===== config.mk =====
export PLATFORM = sky130hd
export DESIGN_NAME = aht_ctrl_flat
export DESIGN_NICKNAME = d
export VERILOG_FILES = /design/src/rtl/address_hit_count_table_unit_macros.svh /design/src/rtl/aht_pkg.sv /design/src/rtl/aht_rec_if.sv /design/src/rtl/aht_ctrl.sv /design/src/flat_wrapper.sv
export SDC_FILE = /design/constraint.sdc
export NUM_CORES = 1
export LEC_CHECK = 0
export BUFFER_PORTS_ARGS = -buffer_cell sky130_fd_sc_hd__buf_2
export CAP_MARGIN = 5
export CORE_ASPECT_RATIO = 0.9
export CORE_MARGIN = 4
export CORE_UTILIZATION = 48
export CTS_BUF_LIST = sky130_fd_sc_hd__clkbuf_4
export CTS_CLUSTER_SIZE = 40
export DETAILED_ROUTE_END_ITERATION = 12
export PLACE_DENSITY = 0.74
export SLEW_MARGIN = 20
export SYNTH_ARGS = -nofsm -noshare
export SYNTH_HDL_FRONTEND = slang
export SYNTH_SLANG_ARGS = --single-unit

===== constraint.sdc =====
create_clock -name i_clk -period 11.6 [get_ports i_clk]
set_input_delay 3.48 -clock i_clk [delete_from_list [all_inputs] [get_ports i_clk]]
set_output_delay 3.48 -clock i_clk [all_outputs]
set_load 0.05 [all_outputs]

===== src/rtl/address_hit_count_table_unit_macros.svh =====
// Assertion macros used by the file that checks this block.
`ifndef ADDRESS_HIT_COUNT_TABLE_UNIT_MACROS_SVH
`define ADDRESS_HIT_COUNT_TABLE_UNIT_MACROS_SVH

// The consequent must hold in the same cycle as the antecedent.
`define AHT_ASSERT_SAME(label, ante, cons) \
    label: assert property (@(posedge i_clk) disable iff (!i_rst_n) \
        (ante) |-> (cons)) else $error("aht check failed");

// The consequent must hold in the cycle after the antecedent.
`define AHT_ASSERT_NEXT(label, ante, cons) \
    label: assert property (@(posedge i_clk) disable iff (!i_rst_n) \
        (ante) |=> (cons)) else $error("aht check failed");

`endif


===== src/rtl/aht_pkg.sv =====
package aht_pkg;

    // Default number of table entries.
    localparam int CAPACITY_DEF = 1024;

    localparam int ADDR_W  = 64;
    localparam int LEN_W   = 16;
    localparam int MOD_W   = 16;
    localparam int HITS_W  = 32;
    localparam int UNITS_W = 11;
    localparam int SUM_W   = 42;

    // Result status codes.
    typedef enum logic [1:0] {
        ST_RECORDED = 2'd0,
        ST_IGNORED  = 2'd1,
        ST_FULL     = 2'd2
    } t_status;

    // Control sequencer states.
    typedef enum logic [2:0] {
        S_CLEAR,
        S_IDLE,
        S_PROBE,
        S_UPDATE,
        S_EMIT
    } t_state;

    // One table entry as stored in memory.
    typedef struct packed {
        logic              valid;
        logic [ADDR_W-1:0] address;
        logic [LEN_W-1:0]  block_length;
        logic [MOD_W-1:0]  module_number;
        logic [HITS_W-1:0] hits;
    } t_entry;

    // One finished result word.
    typedef struct packed {
        t_status            status;
        logic [HITS_W-1:0]  entry_hits;
        logic               entry_is_new;
        logic [UNITS_W-1:0] units_used;
        logic [SUM_W-1:0]   all_hits;
    } t_result;

endpackage


===== src/rtl/aht_rec_if.sv =====
// Input channel: one coverage record per word.
interface aht_rec_if;
    logic        valid;
    logic        ready;
    logic [63:0] address;
    logic [15:0] block_length;
    logic [15:0] module_number;
    logic [31:0] hits_to_add;

    modport source (output valid, address, block_length, module_number, hits_to_add,
                    input ready);
    modport sink   (input valid, address, block_length, module_number, hits_to_add,
                    output ready);
endinterface


===== src/rtl/aht_ctrl.sv =====
module aht_ctrl
    import aht_pkg::*;
#(
    parameter int CAPACITY = CAPACITY_DEF,
    parameter int IDX_W    = $clog2(CAPACITY),
    parameter int CNT_W    = $clog2(CAPACITY + 1)
) (
    input  logic             i_clk,
    input  logic             i_rst_n,
    aht_rec_if.sink          i_rec,
    output logic             o_res_valid,
    input  logic             i_res_ready,
    output t_result          o_res,
    output logic             o_rd_en,
    output logic [IDX_W-1:0] o_rd_idx,
    input  t_entry           i_rd_data,
    output logic             o_wr_en,
    output logic [IDX_W-1:0] o_wr_idx,
    output t_entry           o_wr_data
);

    t_state r_state, n_state;

    logic [IDX_W-1:0]  r_clr_idx;
    logic [IDX_W-1:0]  r_idx;
    logic [CNT_W-1:0]  r_probes;
    logic [CNT_W-1:0]  r_used;
    logic [SUM_W-1:0]  r_sum;
    logic [ADDR_W-1:0] r_addr;
    logic [LEN_W-1:0]  r_len;
    logic [MOD_W-1:0]  r_mod;
    logic [HITS_W-1:0] r_hits;
    t_status           r_status;
    logic [HITS_W-1:0] r_ehits;
    logic              r_isnew;

    logic              accept;
    logic              ignore_rec;
    logic [IDX_W-1:0]  hash_fold;
    logic [IDX_W-1:0]  hash_idx;
    logic [IDX_W-1:0]  idx_next;
    logic              slot_hit;
    logic              slot_empty;
    logic              probes_done;
    logic              table_full;
    logic [HITS_W-1:0] old_hits;
    logic [HITS_W:0]   hit_sum33;
    logic [HITS_W-1:0] new_hits;

    assign accept     = i_rec.valid && i_rec.ready;
    assign ignore_rec = (i_rec.address == '0) || (i_rec.hits_to_add == '0);

    // Fold the address down to an index, then bring it below the capacity.
    always_comb begin
        hash_fold = '0;
        for (int b = 0; b < ADDR_W; b++) begin
            hash_fold[b % IDX_W] = hash_fold[b % IDX_W] ^ i_rec.address[b];
        end
        if (CNT_W'(hash_fold) >= CNT_W'(CAPACITY)) begin
            hash_idx = hash_fold - IDX_W'(CAPACITY);
        end else begin
            hash_idx = hash_fold;
        end
    end

    // Probe decode on the entry read in the previous cycle.
    assign idx_next    = (r_idx == IDX_W'(CAPACITY - 1)) ? '0 : r_idx + 1'b1;
    assign slot_hit    = i_rd_data.valid && (i_rd_data.address == r_addr);
    assign slot_empty  = !i_rd_data.valid;
    assign probes_done = (r_probes == CNT_W'(CAPACITY - 1));
    assign table_full  = (r_used >= CNT_W'(CAPACITY));

    // Saturating add of the record's hits to the entry.
    assign old_hits  = r_isnew ? '0 : i_rd_data.hits;
    assign hit_sum33 = {1'b0, old_hits} + {1'b0, r_hits};
    assign new_hits  = hit_sum33[HITS_W] ? '1 : hit_sum33[HITS_W-1:0];

    // Next state.
    always_comb begin
        n_state = r_state;
        unique case (r_state)
            S_CLEAR: begin
                if (r_clr_idx == IDX_W'(CAPACITY - 1)) begin
                    n_state = S_IDLE;
                end
            end
            S_IDLE: begin
                if (accept) begin
                    n_state = ignore_rec ? S_EMIT : S_PROBE;
                end
            end
            S_PROBE: begin
                if (slot_hit) begin
                    n_state = S_UPDATE;
                end else if (slot_empty) begin
                    n_state = table_full ? S_EMIT : S_UPDATE;
                end else if (probes_done) begin
                    n_state = S_EMIT;
                end
            end
            S_UPDATE: begin
                n_state = S_EMIT;
            end
            S_EMIT: begin
                if (i_res_ready) begin
                    n_state = S_IDLE;
                end
            end
            default: begin
                n_state = S_CLEAR;
            end
        endcase
    end

    // Memory requests, handshakes and result word.
    always_comb begin
        i_rec.ready = 1'b0;
        o_res_valid = 1'b0;
        o_rd_en     = 1'b0;
        o_rd_idx    = idx_next;
        o_wr_en     = 1'b0;
        o_wr_idx    = r_idx;
        o_wr_data   = '0;
        unique case (r_state)
            S_CLEAR: begin
                o_wr_en  = 1'b1;
                o_wr_idx = r_clr_idx;
            end
            S_IDLE: begin
                i_rec.ready = 1'b1;
                o_rd_idx    = hash_idx;
                o_rd_en     = i_rec.valid && !ignore_rec;
            end
            S_PROBE: begin
                o_rd_en = !slot_hit && !slot_empty && !probes_done;
            end
            S_UPDATE: begin
                o_wr_en                 = 1'b1;
                o_wr_data.valid         = 1'b1;
                o_wr_data.address       = r_addr;
                o_wr_data.hits          = new_hits;
                o_wr_data.module_number = r_isnew ? r_mod : i_rd_data.module_number;
                if (r_isnew || (i_rd_data.block_length == '0)) begin
                    o_wr_data.block_length = r_len;
                end else begin
                    o_wr_data.block_length = i_rd_data.block_length;
                end
            end
            S_EMIT: begin
                o_res_valid = 1'b1;
            end
            default: begin
                o_res_valid = 1'b0;
            end
        endcase
        o_res.status       = r_status;
        o_res.entry_hits   = r_ehits;
        o_res.entry_is_new = r_isnew;
        o_res.units_used   = UNITS_W'(r_used);
        o_res.all_hits     = r_sum;
    end

    // Control state.
    always_ff @(posedge i_clk) begin
        if (!i_rst_n) begin
            r_state   <= S_CLEAR;
            r_clr_idx <= '0;
            r_used    <= '0;
            r_sum     <= '0;
        end else begin
            r_state <= n_state;
            if (r_state == S_CLEAR) begin
                r_clr_idx <= r_clr_idx + 1'b1;
            end
            if (r_state == S_UPDATE) begin
                r_sum <= r_sum + SUM_W'(new_hits - old_hits);
                if (r_isnew) begin
                    r_used <= r_used + 1'b1;
                end
            end
        end
    end

    // Record and result payload.
    always_ff @(posedge i_clk) begin
        case (r_state)
            S_IDLE: begin
                if (accept) begin
                    r_addr   <= i_rec.address;
                    r_len    <= i_rec.block_length;
                    r_mod    <= i_rec.module_number;
                    r_hits   <= i_rec.hits_to_add;
                    r_idx    <= hash_idx;
                    r_probes <= '0;
                    r_status <= ST_IGNORED;
                    r_ehits  <= '0;
                    r_isnew  <= 1'b0;
                end
            end
            S_PROBE: begin
                if (slot_hit) begin
                    r_isnew <= 1'b0;
                end else if (slot_empty) begin
                    r_isnew  <= !table_full;
                    r_status <= ST_FULL;
                end else if (probes_done) begin
                    r_status <= ST_FULL;
                end else begin
                    r_idx    <= idx_next;
                    r_probes <= r_probes + 1'b1;
                end
            end
            S_UPDATE: begin
                r_status <= ST_RECORDED;
                r_ehits  <= new_hits;
            end
            default: begin
            end
        endcase
    end

endmodule

===== src/flat_wrapper.sv =====
// flat-port wrapper written by rule: the top's interface ports become plain ports
module aht_ctrl_flat import aht_pkg::*;
#(
    parameter int CAPACITY = CAPACITY_DEF,
    parameter int IDX_W    = $clog2(CAPACITY),
    parameter int CNT_W    = $clog2(CAPACITY + 1)
)
  (i_clk, i_rst_n, o_res_valid, i_res_ready, o_res, o_rd_en, o_rd_idx, i_rd_data, o_wr_en, o_wr_idx, o_wr_data, i_rec_valid, i_rec_address, i_rec_block_length, i_rec_module_number, i_rec_hits_to_add, i_rec_ready);
  aht_rec_if i_rec_i ();
  input  logic i_clk;
  input  logic i_rst_n;
  output logic o_res_valid;
  input  logic i_res_ready;
  output t_result o_res;
  output logic o_rd_en;
  output logic [IDX_W-1:0] o_rd_idx;
  input  t_entry i_rd_data;
  output logic o_wr_en;
  output logic [IDX_W-1:0] o_wr_idx;
  output t_entry o_wr_data;
  input wire logic [$bits(i_rec_i.valid)-1:0] i_rec_valid;
  input wire logic [$bits(i_rec_i.address)-1:0] i_rec_address;
  input wire logic [$bits(i_rec_i.block_length)-1:0] i_rec_block_length;
  input wire logic [$bits(i_rec_i.module_number)-1:0] i_rec_module_number;
  input wire logic [$bits(i_rec_i.hits_to_add)-1:0] i_rec_hits_to_add;
  output wire logic [$bits(i_rec_i.ready)-1:0] i_rec_ready;
  assign i_rec_i.valid = i_rec_valid;
  assign i_rec_i.address = i_rec_address;
  assign i_rec_i.block_length = i_rec_block_length;
  assign i_rec_i.module_number = i_rec_module_number;
  assign i_rec_i.hits_to_add = i_rec_hits_to_add;
  assign i_rec_ready = i_rec_i.ready;
  aht_ctrl #(.CAPACITY(CAPACITY), .IDX_W(IDX_W), .CNT_W(CNT_W)) u_core (.i_clk(i_clk), .i_rst_n(i_rst_n), .i_rec(i_rec_i), .o_res_valid(o_res_valid), .i_res_ready(i_res_ready), .o_res(o_res), .o_rd_en(o_rd_en), .o_rd_idx(o_rd_idx), .i_rd_data(i_rd_data), .o_wr_en(o_wr_en), .o_wr_idx(o_wr_idx), .o_wr_data(o_wr_data));
endmodule

Word-level counts from Yosys, hierarchy flattened
Index checks and enable logic that the tools add are counted.
{ "classes": {"addsub": 7, "n_mul": 0, "div": 0, "magnitude_cmp": 1, "eq_ne": 17, "shifts": 0, "mux": 42, "bitwise": 54, "reduce_logical": 26} }
{ "ops": {"columns": ["cell", "count"], "rows": [
  ["two-way mux 129 bit", 1],
  ["two-way mux 32 bit", 3],
  ["two-way mux 10 bit", 7],
  ["equality test 64 bit", 1],
  ["logical NOT 64 bit", 1],
  ["one-hot mux 32 bit (2 select lines)", 1],
  ["bitwise XOR 1 bit", 54],
  ["two-way mux 11 bit", 4],
  ["adder 42 bit", 1],
  ["adder 32 x 32 -> 33 bit", 1],
  ["subtractor 32 x 32 -> 33 bit", 1],
  ["logical NOT 32 bit", 1],
  ["two-way mux 16 bit", 2],
  ["two-way mux 3 bit", 8],
  ["adder 11 x 1 -> 11 bit, second input constant", 2],
  ["one-hot mux 11 bit (2 select lines)", 1],
  ["adder 10 x 1 -> 10 bit, second input constant", 2],
  ["equality test 10 bit, second input constant", 2],
  ["one-hot mux 10 bit (2 select lines)", 1],
  ["logical NOT 16 bit", 1],
  ["one-hot mux 3 bit (5 select lines)", 1],
  ["equality test 11 x 10 -> 1 bit, second input constant", 1],
  [">= comparator 11 bit, second input constant", 1],
  ["two-way mux 2 bit", 4],
  ["other kinds (21)", 45]
]} }
{ "word_totals": {"ff_bits": 250, "latch_bits": 0, "ramBits": 0, "rom_bits": 0, "output_inout_bits": 241, "wordCells": 160, "mem_count": 0} }

Logic depth before layout (Yosys ltp)
Gate-level depths: netlist of the first run.
{ "depth": {"depth_word": 8, "depth_mapped": 39} }

Least setup slack after synthesis of the first run
Ideal clock, no wire load.
{ "synth_timing": {"kind": "input -> output", "from": "in i_rd_data[0] (netlist name)", "to": "out o_wr_data[30] (netlist name)", "t_arrival_ns": 7.381, "required_time_ns": 8.120, "slack_ns": 0.739, "path_stages": 15, "n_path_buf": 0, "cell_sequence": "nand2b_1 -> inv_1 -> ha_1 -> fa_1 -> a21oi_1 -> nor3b_2 -> o311ai_2 -> a211oi_1 -> o21a_1 -> o21ai_1 -> a21boi_1 -> o311ai_1 -> nand4_1 -> and4_1 -> nor3_1"} }
{ "synth_rtl": {"columns": ["element", "line_no", "source"], "rows": [
  ["start, declared", "flat_wrapper.sv:17", "input t_entry i_rd_data;"],
  ["end, declared", "flat_wrapper.sv:20", "output t_entry o_wr_data;"]
]} }

==> results of run 1 <==
-- through the flow --
| step | hold WS (ns) | cells |
|---|---|---|
| 3_5_place_dp | 0.4681 | 2831 |
| 3_3_place_gp | 0.4629 | 2831 |
| 6_report | 0.4743 | 2960 |
| 2_1_floorplan | 0.4681 | 1916 |
| 5_1_grt | 0.4969 | 2958 |
| 4_1_cts | 0.4744 | 2955 |
-- where the power goes --
group          switching, mW  total (mW)  internal (mW)
Sequential           0.00122       0.960          0.959
Clock                  0.399       0.813          0.415
Combinational          0.214       0.369          0.154
-- area by class of cell --
cell class | instances | area (µm²)
flip-flops and latches | 250 | 6848
well taps | 476 | 595.6
multi-input cells | 1526 | 10460
fillers | 3267 | 14780
diodes | 5 | 12.51
inverters | 67 | 256.5
clock buffers | 98 | 735.7
clock inverters | 26 | 141.4
repair buffers | 512 | 2590
-- how the worst max path moves through the flow --
stage	to	slack, ns	from
floorplan	o_wr_data[30]	0.74	i_rd_data[0]
global placement	u_core.r_sum[35]	0.56	i_rd_data[0]
detailed placement	u_core.r_sum[35]	0.35	i_rd_data[0]
CTS	o_wr_data[30]	0.66	i_rd_data[0]
global route	o_wr_data[30]	0.23	i_rd_data[0]
finish	o_wr_data[30]	0.63	i_rd_data[0]
-- registers in the layout, summed over array words and instances (netlist names), 11 cells and up --
signal / flops
u_core.r_hits: 32
u_core.r_len: 16
u_core.r_sum: 42
u_core.r_used: 11
u_core.r_ehits: 32
u_core.r_probes: 11
u_core.r_addr: 64
u_core.r_mod: 16
-- layer usage --
| metal | vias to the layer above | wire length [µm] | GRT usage, % |
|---|---|---|---|
| met5 | - | 29 | 0 |
| met4 | 6 | 2103 | 10.57 |
| met3 | 145 | 5459 | 8.241 |
| met2 | 722 | 26880 | 43.60 |
| met1 | 7962 | 25570 | 37.93 |
| li1 | 8039 | - | - |
-- cells in the final DEF, fill, tap and decap left out, types with 9 or more instances in the layout --
master / instances
mux2i_1: 37
nor2b_1: 15
dfxtp_1: 65
nand2b_1: 51
nand3_1: 42
clkbuf_4: 98
buf_4: 11
ha_1: 108
a21oi_1: 137
a21boi_0: 9
clkinv_1: 20
nand2_1: 159
o21bai_1: 12
xor2_1: 82
nand4_1: 36
buf_2: 501
o21a_1: 16
inv_1: 62
nor2_1: 128
edfxtp_1: 184
and3_1: 85
nor4_1: 43
o21ai_0: 71
a31oi_1: 10
and2_1: 67
xnor2_1: 146
or3_1: 14
mux2_2: 10
a21o_1: 60
nor3_1: 34
o211ai_1: 13
o21ai_1: 15
a211oi_1: 11
-- logic make-up (layout without fill, tap and decap cells) --
kind of cell             count (synthesis)  count (layout)  synth area share, %
multiplexers                            48              48                2.839
buffers and inverters                  140             703                2.993
XOR/XNOR                               228             228                11.21
other                                    0               5                    0
AND/OR/NAND/NOR                        713             713                20.85
adder cells (fa/ha/maj)                113             113                8.045
AO/OA/AOI/OAI                          424             424                15.61
flip-flops                             250             250                38.45
-- worst register-to-register path, delay by kind of cell (launching register included) --
family	cells	cell delay (ns)
simple gates	9	1.81
fa+ha+maj	4	1.42
xor+xnor	1	0.19
compound gates	20	4.44
buf+inv	2	0.44
flops	1	0.32
==> impl_metrics.py, run 1 <==
metrics = {
    "setup_path": {
        "slowest_delay_ns": 0.54,
        "cp_cell_sequence": "buf_2 > nand2b_1 > inv_1 > ha_1 > fa_1 > a21oi_1 > nor3b_2 > o311ai_2 > a211oi_1 > o21a_1 > o21ai_1 > a21boi_1 > o311ai_1 > nand4_1 > a211oi_1 > nor3_1 > buf_2",
        "r2r_cells": 36,
        "r2r-end": "u_core.r_sum[35]",
        "critPathArrivalTime_ns": 7.49,
        "reg2reg_slack_ns": 2.89,
        "cp.depth": 17,
        "path_class": "input port to output port",
        "start_kind": "input port",
        "path_max_fanout": 5,
        "worstSetupEndpointType": "output port",
        "crit_buf_inv": 3,
        "critPathTopFamily": "compound AO/OA/AOI/OAI gates",
        "r2r-start": "u_core.r_isnew",
        "cp.required_ns": 8.12,
        "crit_slowest_cell": "o311ai_2",
    },
    "clocking": {
        "cts-buffers-inserted": 71,
        "clk_latency_ns": 0.76,
        "cts_hold_buf": 0,
        "clkTransAtPathRegs_ns": 0.06,
        "post_cts_buffers": 0,
        "cts_sinks": 250,
        "cts.root.buffer_cell": "clkbuf_4",
        "tritoncts": "yes",
        "clockBufferDepth": 3,
        "ctsResizeCount": 0,
        "cts.htree.levels": 3,
    },
    "grt": {
        "grt_pass1_vias": 16070,
        "grt-ovfl-total": 0,
        "grt_use_total_pct": 28.30,
        "grt_pass1_wl_um": 90150,
        "grt_antenna_before_repair": 6,
        "grt_max_degree": 83,
    },
    "logic_synthesis": {
        "synth_nets": 2288,
        "post-synth-top-count-cell": "edfxtp_1",
        "syn_inst": 1916,
        "ys.flop_type": "edfxtp_1",
        "ys_ff_latch": 250,
        "synth_cell_types": 86,
        "synth_top_area_share_pct": 31.03,
        "synth_edf_count": 184,
        "synth_common_cells": "edfxtp_1 (184), nand2_1 (160), xnor2_1 (146)",
        "synth.largest_area_cell": "edfxtp_1",
        "yosysSeqAreaShare_pct": 38.45,
        "synth.avg_cell_area_um2": 9.295,
        "synth_area_leaders": "edfxtp_1 (31%), ha_1 (7.6%), dfxtp_1 (7.4%), xnor2_1 (7.2%), xor2_1 (4.0%)",
        "synthArstFlopShare_pct": 0,
        "synth_area_mm2": 0.01781,
        "yosys_warnings": 0,
    },
    "die": {
        "coreArea_mm2": 0.03642,
        "fp.dieH_um": 190.7,
        "die_x_um": 211.0,
        "die-area_mm2": 0.04025,
        "rows": 66,
        "ios": 502,
        "initial_core_util_pct": 48.90,
    },
    "run_status": {
        "status": "finished clean",
    },
    "placed_design": {
        "dp_hpwl_um": 47050,
        "numPortBuffers": 501,
        "placed_cell_area_mm2": 0.02075,
        "dp_slack_ns": 0.3513,
        "gp_congestion": 0.9492,
    },
    "timing": {
        "period_minus_slack_ns": 10.97,
        "fmax_mhz": 91.12,
        "rsz0062_at_grt": "false",
        "fin_tns_setup_ns": 0,
        "max-slew-margin-rel_pct": 24.56,
        "setup_violations": 0,
        "final_max_slew_viol_count": 0,
        "fin_worst_skew_ns": 0.03382,
        "min_period_over_period_pct": 94.61,
        "hold_viol": 0,
        "fin_ws_ns": 0.6257,
        "worst_pin_slew_ns": 1.132,
    },
    "route": {
        "viasPerCell": 5.701,
        "drt_iter0_drc": 1485,
        "wire_per_inst_um": 20.29,
        "routed_wl_um": 60040,
        "drtAntennaViolNets": 0,
        "dr.pass1.iters": 5,
        "vias": 16870,
        "post-route-drc-count": 0,
    },
    "cells_and_area": {
        "design_area_mm2": 0.02164,
        "syn_to_final_growth_pct": 21.53,
        "drive_gt1_share_pct": 26.91,
        "fin_util_pct": 59.43,
        "nets": 2800,
    },
    "run": {
        "drv_cap": 0,
    },
    "power": {
        "peakVddDrop_uv": 87.15,
        "powerDensity_mw_per_mm2": 98.97,
        "cellLeakagePower_nw": 10.02,
        "power_mw": 2.142,
    },
    "hold_path": {
        "min_from": "u_core.r_sum[15]",
        "whs_path_depth": 2,
        "holdCritPathClass": "flip-flop to flip-flop",
        "whs_endpoint": "u_core.r_sum[15]",
    },
}
Power figures use the tool's default switching activity.
==> run 2, diff against run 1 <==
Clock period 11.6 ns to 11.1 ns, I/O delays scaled along.
==> run 2 against run 1 <==
Effect of this change:
- sequential share of layout area fell by 0.16 points
- cell count is 0.10% higher
- count of clock-buffer cells in the layout is 6 higher
- clock skew grew 0.018 ns
- routed wire length is 0.42% lower
- power is 7.8% higher
- core utilization up 0.32 points
- via count is essentially flat
==> impl_metrics.py, run 2 (same netlist as run 1, synthesis figures left out) <==
metrics = {
    "die": {
        "initial_core_util_pct": 48.90,
        "die-area_mm2": 0.04025,
        "fp.dieH_um": 190.7,
        "die_x_um": 211.0,
        "rows": 66,
        "ios": 502,
        "coreArea_mm2": 0.03642,
    },
    "cells_and_area": {
        "largestRegisters": "u_core.r_addr: 64 flops, u_core.r_sum: 42 flops",
        "design_area_mm2": 0.02176,
        "nets": 2802,
        "drive_gt1_share_pct": 27.08,
        "fill_cells": 3257,
        "final_cell_mix": "buf_2 (501), edfxtp_1 (184), nand2_1 (159)",
        "largest_register_ffs": 64,
        "regMostFlops": "u_core.r_addr",
        "layout_commonest_cell": "buf_2",
        "syn_to_final_growth_pct": 22.17,
        "fin_util_pct": 59.74,
    },
    "placed_design": {
        "dp_hpwl_um": 46530,
        "placed_cell_area_mm2": 0.02077,
        "gp_congestion": 0.9564,
        "numPortBuffers": 501,
    },
    "grt": {
        "grt_use_total_pct": 28.08,
        "grt_pass1_wl_um": 89830,
        "grt_max_degree": 82,
        "grt-ovfl-total": 0,
        "grt_pass1_vias": 16010,
        "grt_antenna_before_repair": 4,
    },
    "setup_path": {
        "cp_common_cell": "buf_2",
        "path_max_fanout": 5,
        "slowest_delay_ns": 0.50,
        "critPathArrivalTime_ns": 7.34,
        "crit_slowest_cell": "o311ai_1",
        "cp.required_ns": 7.77,
        "critPathTopFamily": "compound AO/OA/AOI/OAI gates",
        "crit_buf_inv": 4,
        "path_class": "input port to output port",
        "worstSetupEndpointType": "output port",
        "cp_cell_sequence": "buf_2 > nand2b_1 > inv_1 > ha_1 > fa_1 > o21ai_0 > a21oi_2 > o311ai_2 > buf_4 > a211oi_1 > o21a_1 > o21ai_1 > a21boi_1 > o311ai_1 > nand4_1 > and4_1 > nor3_1 > buf_2",
        "start_kind": "input port",
    },
    "power": {
        "power_mw": 2.309,
        "peakVddDrop_uv": 72.90,
        "powerDensity_mw_per_mm2": 106.1,
        "cellLeakagePower_nw": 10.09,
    },
    "hold_path": {
        "holdCritPathClass": "flip-flop to flip-flop",
    },
    "run": {
        "drv_cap": 0,
    },
    "timing": {
        "min_period_over_period_pct": 96.12,
        "rsz0062_at_grt": "false",
        "fmax_mhz": 93.73,
        "period_minus_slack_ns": 10.67,
        "max-slew-margin-rel_pct": 26.82,
        "worst_pin_slew_ns": 1.098,
        "fin_tns_setup_ns": 0,
        "final_max_slew_viol_count": 0,
        "hold_viol": 0,
        "fin_worst_skew_ns": 0.05172,
        "setup_violations": 0,
    },
    "clocking": {
        "clkTransAtPathRegs_ns": 0.07,
        "cts.root.buffer_cell": "clkbuf_4",
        "clockBufferDepth": 3,
        "cts_sinks": 250,
        "clk_latency_ns": 0.72,
        "post_cts_buffers": 0,
        "cts-buffers-inserted": 71,
        "tritoncts": "yes",
        "ctsResizeCount": 0,
        "cts.htree.levels": 3,
        "cts_hold_buf": 0,
    },
    "route": {
        "vias": 16870,
        "drtAntennaViolNets": 0,
        "post-route-drc-count": 0,
        "wire_per_inst_um": 20.18,
        "dr.pass1.iters": 5,
        "viasPerCell": 5.693,
        "routed_wl_um": 59790,
        "drt_iter0_drc": 1402,
    },
    "run_status": {
        "status": "finished clean",
    },
}
## run 2: power breakdown
part	internal, mW	switching (mW)	leakage, nW
Clock	0.500	0.420	0.560
Combinational	0.162	0.224	7.34
Sequential	1.00	0.00124	2.19
Total	1.66	0.645	10.1
## run 2: cell type report
class | instances | area, µm² | share of cell area (%)
inverter | 67 | 256.5 | 1.179
timing repair buffer | 514 | 2633 | 12.10
multi-input combinational | 1526 | 10460 | 48.09
clock buffer | 104 | 780.7 | 3.588
sequential | 250 | 6850 | 31.49
clock inverter | 24 | 173.9 | 0.7994
tap | 476 | 595.6 | 2.737
antenna | 2 | 5.005 | 0.02300
## run 2: worst paths after layout
kind / from / end / slack, ns / cells after the start
worst max-delay path: i_rd_data[0] / o_wr_data[30] / 0.43 / 18
worst min register to register: u_core.r_sum[15] / u_core.r_sum[15] / 0.48 / 2
worst max register to register: u_core.r_isnew / u_core.r_sum[35] / 2.64 / 33
worst min-delay path: u_core.r_sum[15] / u_core.r_sum[15] / 0.48 / 2
## run 2: stage by stage
step | setup WS, ns | std cells | hold slack (ns)
final | 0.4306 | 2963 | 0.4809
after global routing | 0.04006 | 2963 | 0.5080
after CTS | 0.4953 | 2960 | 0.4820
after detailed placement | 0.1287 | 2832 | 0.4724
after global placement | 0.4084 | 2831 | 0.4598
after floorplan | 0.5391 | 1916 | 0.4681
## run 2: layer usage
layer | vias up | track usage (%) | share of wire [%]
met1 | 7933 | 38.96 | 43
met4 | 4 | 9.000 | 2.8
li1 | 8043 | - | -
met5 | - | 0 | 0.049
met2 | 771 | 43.92 | 46
met3 | 118 | 6.169 | 8.7
## run 2: worst min-delay path: cells and delay by family (launching register included)
| family | cells | cell delay, ns |
|---|---|---|
| compound gates | 1 | 0.05 |
| simple gates | 1 | 0.06 |
| flops | 1 | 0.33 |
==> run 3, diff against run 2 <==
Settings changed: PLACE_DENSITY 0.74 to 0.78.
==> run 3 against run 2 <==
Effect of this change:
- clock power down 0.8%
- clock skew fell by 0.00071 ns
- largest cell class unchanged
- flip-flop and latch count is the same
- sequential share of layout area fell by 0.053 points
- core utilization is 0.079 points higher
- cell area up 0.13%
- register-to-register slack gained 0.04 ns
- combinational power barely moved
==> impl_metrics.py, run 3 (same netlist as run 1, synthesis figures left out) <==
metrics = {
    "setup_path": {
        "path_class": "input port to output port",
        "worstSetupEndpointType": "output port",
        "critPathArrivalTime_ns": 7.31,
        "start_kind": "input port",
        "path_max_fanout": 5,
        "cp.required_ns": 7.77,
    },
    "clocking": {
        "tritoncts": "yes",
        "cts-buffers-inserted": 71,
        "clkTransAtPathRegs_ns": 0.06,
        "cts.htree.levels": 3,
        "cts.root.buffer_cell": "clkbuf_4",
        "ctsResizeCount": 0,
        "clockBufferDepth": 3,
        "cts_hold_buf": 0,
        "clk_latency_ns": 0.70,
        "cts_sinks": 250,
        "post_cts_buffers": 0,
    },
    "timing": {
        "hold_viol": 0,
        "worst_pin_slew_ns": 1.107,
        "max-slew-margin-rel_pct": 25.50,
        "fin_ws_ns": 0.4583,
        "setup_violations": 0,
        "rsz0062_at_grt": "false",
        "final_max_slew_viol_count": 0,
        "fin_worst_skew_ns": 0.05101,
        "min_period_over_period_pct": 95.87,
        "fin_tns_setup_ns": 0,
        "period_minus_slack_ns": 10.64,
        "fmax_mhz": 93.97,
    },
    "die": {
        "fp.dieH_um": 190.7,
        "rows": 66,
        "ios": 502,
        "coreArea_mm2": 0.03642,
        "die_x_um": 211.0,
        "die-area_mm2": 0.04025,
        "initial_core_util_pct": 48.90,
    },
    "cells_and_area": {
        "regArea_mm2": 0.006848,
        "nets": 2805,
        "fin_util_pct": 59.82,
        "layout_commonest_cell": "buf_2",
        "regMostFlops": "u_core.r_addr",
        "drive_gt1_share_pct": 27.50,
        "final_cell_mix": "buf_2 (501), edfxtp_1 (184), nand2_1 (159)",
        "largest_register_ffs": 64,
        "fill_cells": 3243,
        "syn_to_final_growth_pct": 22.34,
        "multi_input_area_mm2": 0.01046,
        "largestRegisters": "u_core.r_addr: 64 flops, u_core.r_sum: 42 flops",
    },
    "route": {
        "viasPerCell": 5.723,
        "drtAntennaViolNets": 0,
        "dr.pass1.iters": 7,
        "drt_iter0_drc": 1390,
        "vias": 16990,
        "post-route-drc-count": 0,
        "wire_per_inst_um": 20.31,
        "routed_wl_um": 60290,
    },
    "grt": {
        "grt-ovfl-total": 0,
        "grt_antenna_before_repair": 5,
        "grt_max_degree": 88,
        "grt_pass1_wl_um": 90810,
        "grt_use_total_pct": 28.38,
        "grt_pass1_vias": 16390,
    },
    "placed_design": {
        "dp_hpwl_um": 47350,
        "gp_congestion": 0.9526,
        "numPortBuffers": 501,
        "dp_slack_ns": 0.2606,
    },
    "run_status": {
        "status": "finished clean",
    },
    "power": {
        "power_mw": 2.302,
        "cellLeakagePower_nw": 10.11,
        "powerDensity_mw_per_mm2": 105.6,
        "comb_power_share_pct": 16.7,
        "p_sw_share_pct": 27.28,
        "power.share.sequential_pct": 43.6,
        "intPower_mw": 1.674,
        "peakVddDrop_uv": 75.19,
        "clkPwrFrac_pct": 39.7,
        "p_sw_mw": 0.6280,
    },
    "hold_path": {
        "holdCritPathClass": "flip-flop to flip-flop",
    },
    "run": {
        "drv_cap": 0,
    },
}
## run 3: power by group through the flow
stage / clock (mW) / combinational [mW] / sequential, mW
2_1_floorplan: 0 / 0.246 / 1.02
3_3_place_gp: 0 / 0.371 / 1.02
3_5_place_dp: 0 / 0.379 / 1.02
4_1_cts: 0.938 / 0.381 / 1.00
5_1_grt: 0.996 / 0.422 / 1.00
6_report: 0.914 / 0.385 / 1.00
## run 3: cell type report
cell class | count | area share (%)
Inverter | 67 | 1.177
Multi-Input combinational cell | 1526 | 48.02
Antenna cell | 5 | 0.05743
Clock buffer | 114 | 3.928
Timing Repair Buffer | 517 | 12.15
Tap cell | 476 | 2.734
Clock inverter | 13 | 0.4997
Sequential cell | 250 | 31.43
## run 3: path summary, 6_finish.rpt
check | start | end | slack [ns] | cells past startpoint
hold / removal | u_core.r_sum[39] | u_core.r_sum[39] | 0.48 | 2
setup reg to reg | u_core.r_isnew | u_core.r_sum[35] | 2.68 | 35
setup / recovery | i_rd_data[0] | o_wr_data[28] | 0.46 | 17
hold reg to reg | u_core.r_sum[39] | u_core.r_sum[39] | 0.48 | 2
## run 3: critical path, cell delays in order
cell      delay (ns)
buf_2           0.10
nand2b_1        0.10
inv_1           0.09
ha_1            0.25
fa_1            0.50
o211a_1         0.34
o311ai_2        0.35
buf_4           0.20
a211oi_1        0.13
o21a_1          0.23
o21ai_1         0.17
a21boi_1        0.14
o311ai_1        0.44
nand3_1         0.18
a211oi_1        0.42
nor3_1          0.09
buf_2           0.25
## run 3: layer usage
metal | GRT usage (%) | share of wire (%)
met1 | 38.14 | 42
met2 | 44.59 | 45
met3 | 6.284 | 8.5
met4 | 11.59 | 4.0
met5 | 0 | 0
## run 3: per-stage QoR
| stage | area (µm²) | instances | hold slack [ns] |
|---|---|---|---|
| after detailed placement | 20800 | 2836 | 0.4691 |
| after global routing | 21790 | 2968 | 0.5071 |
| after CTS | 21760 | 2963 | 0.4776 |
| after floorplan | 17810 | 1916 | 0.4681 |
| final | 21790 | 2968 | 0.4818 |
| after global placement | 20770 | 2834 | 0.4599 |
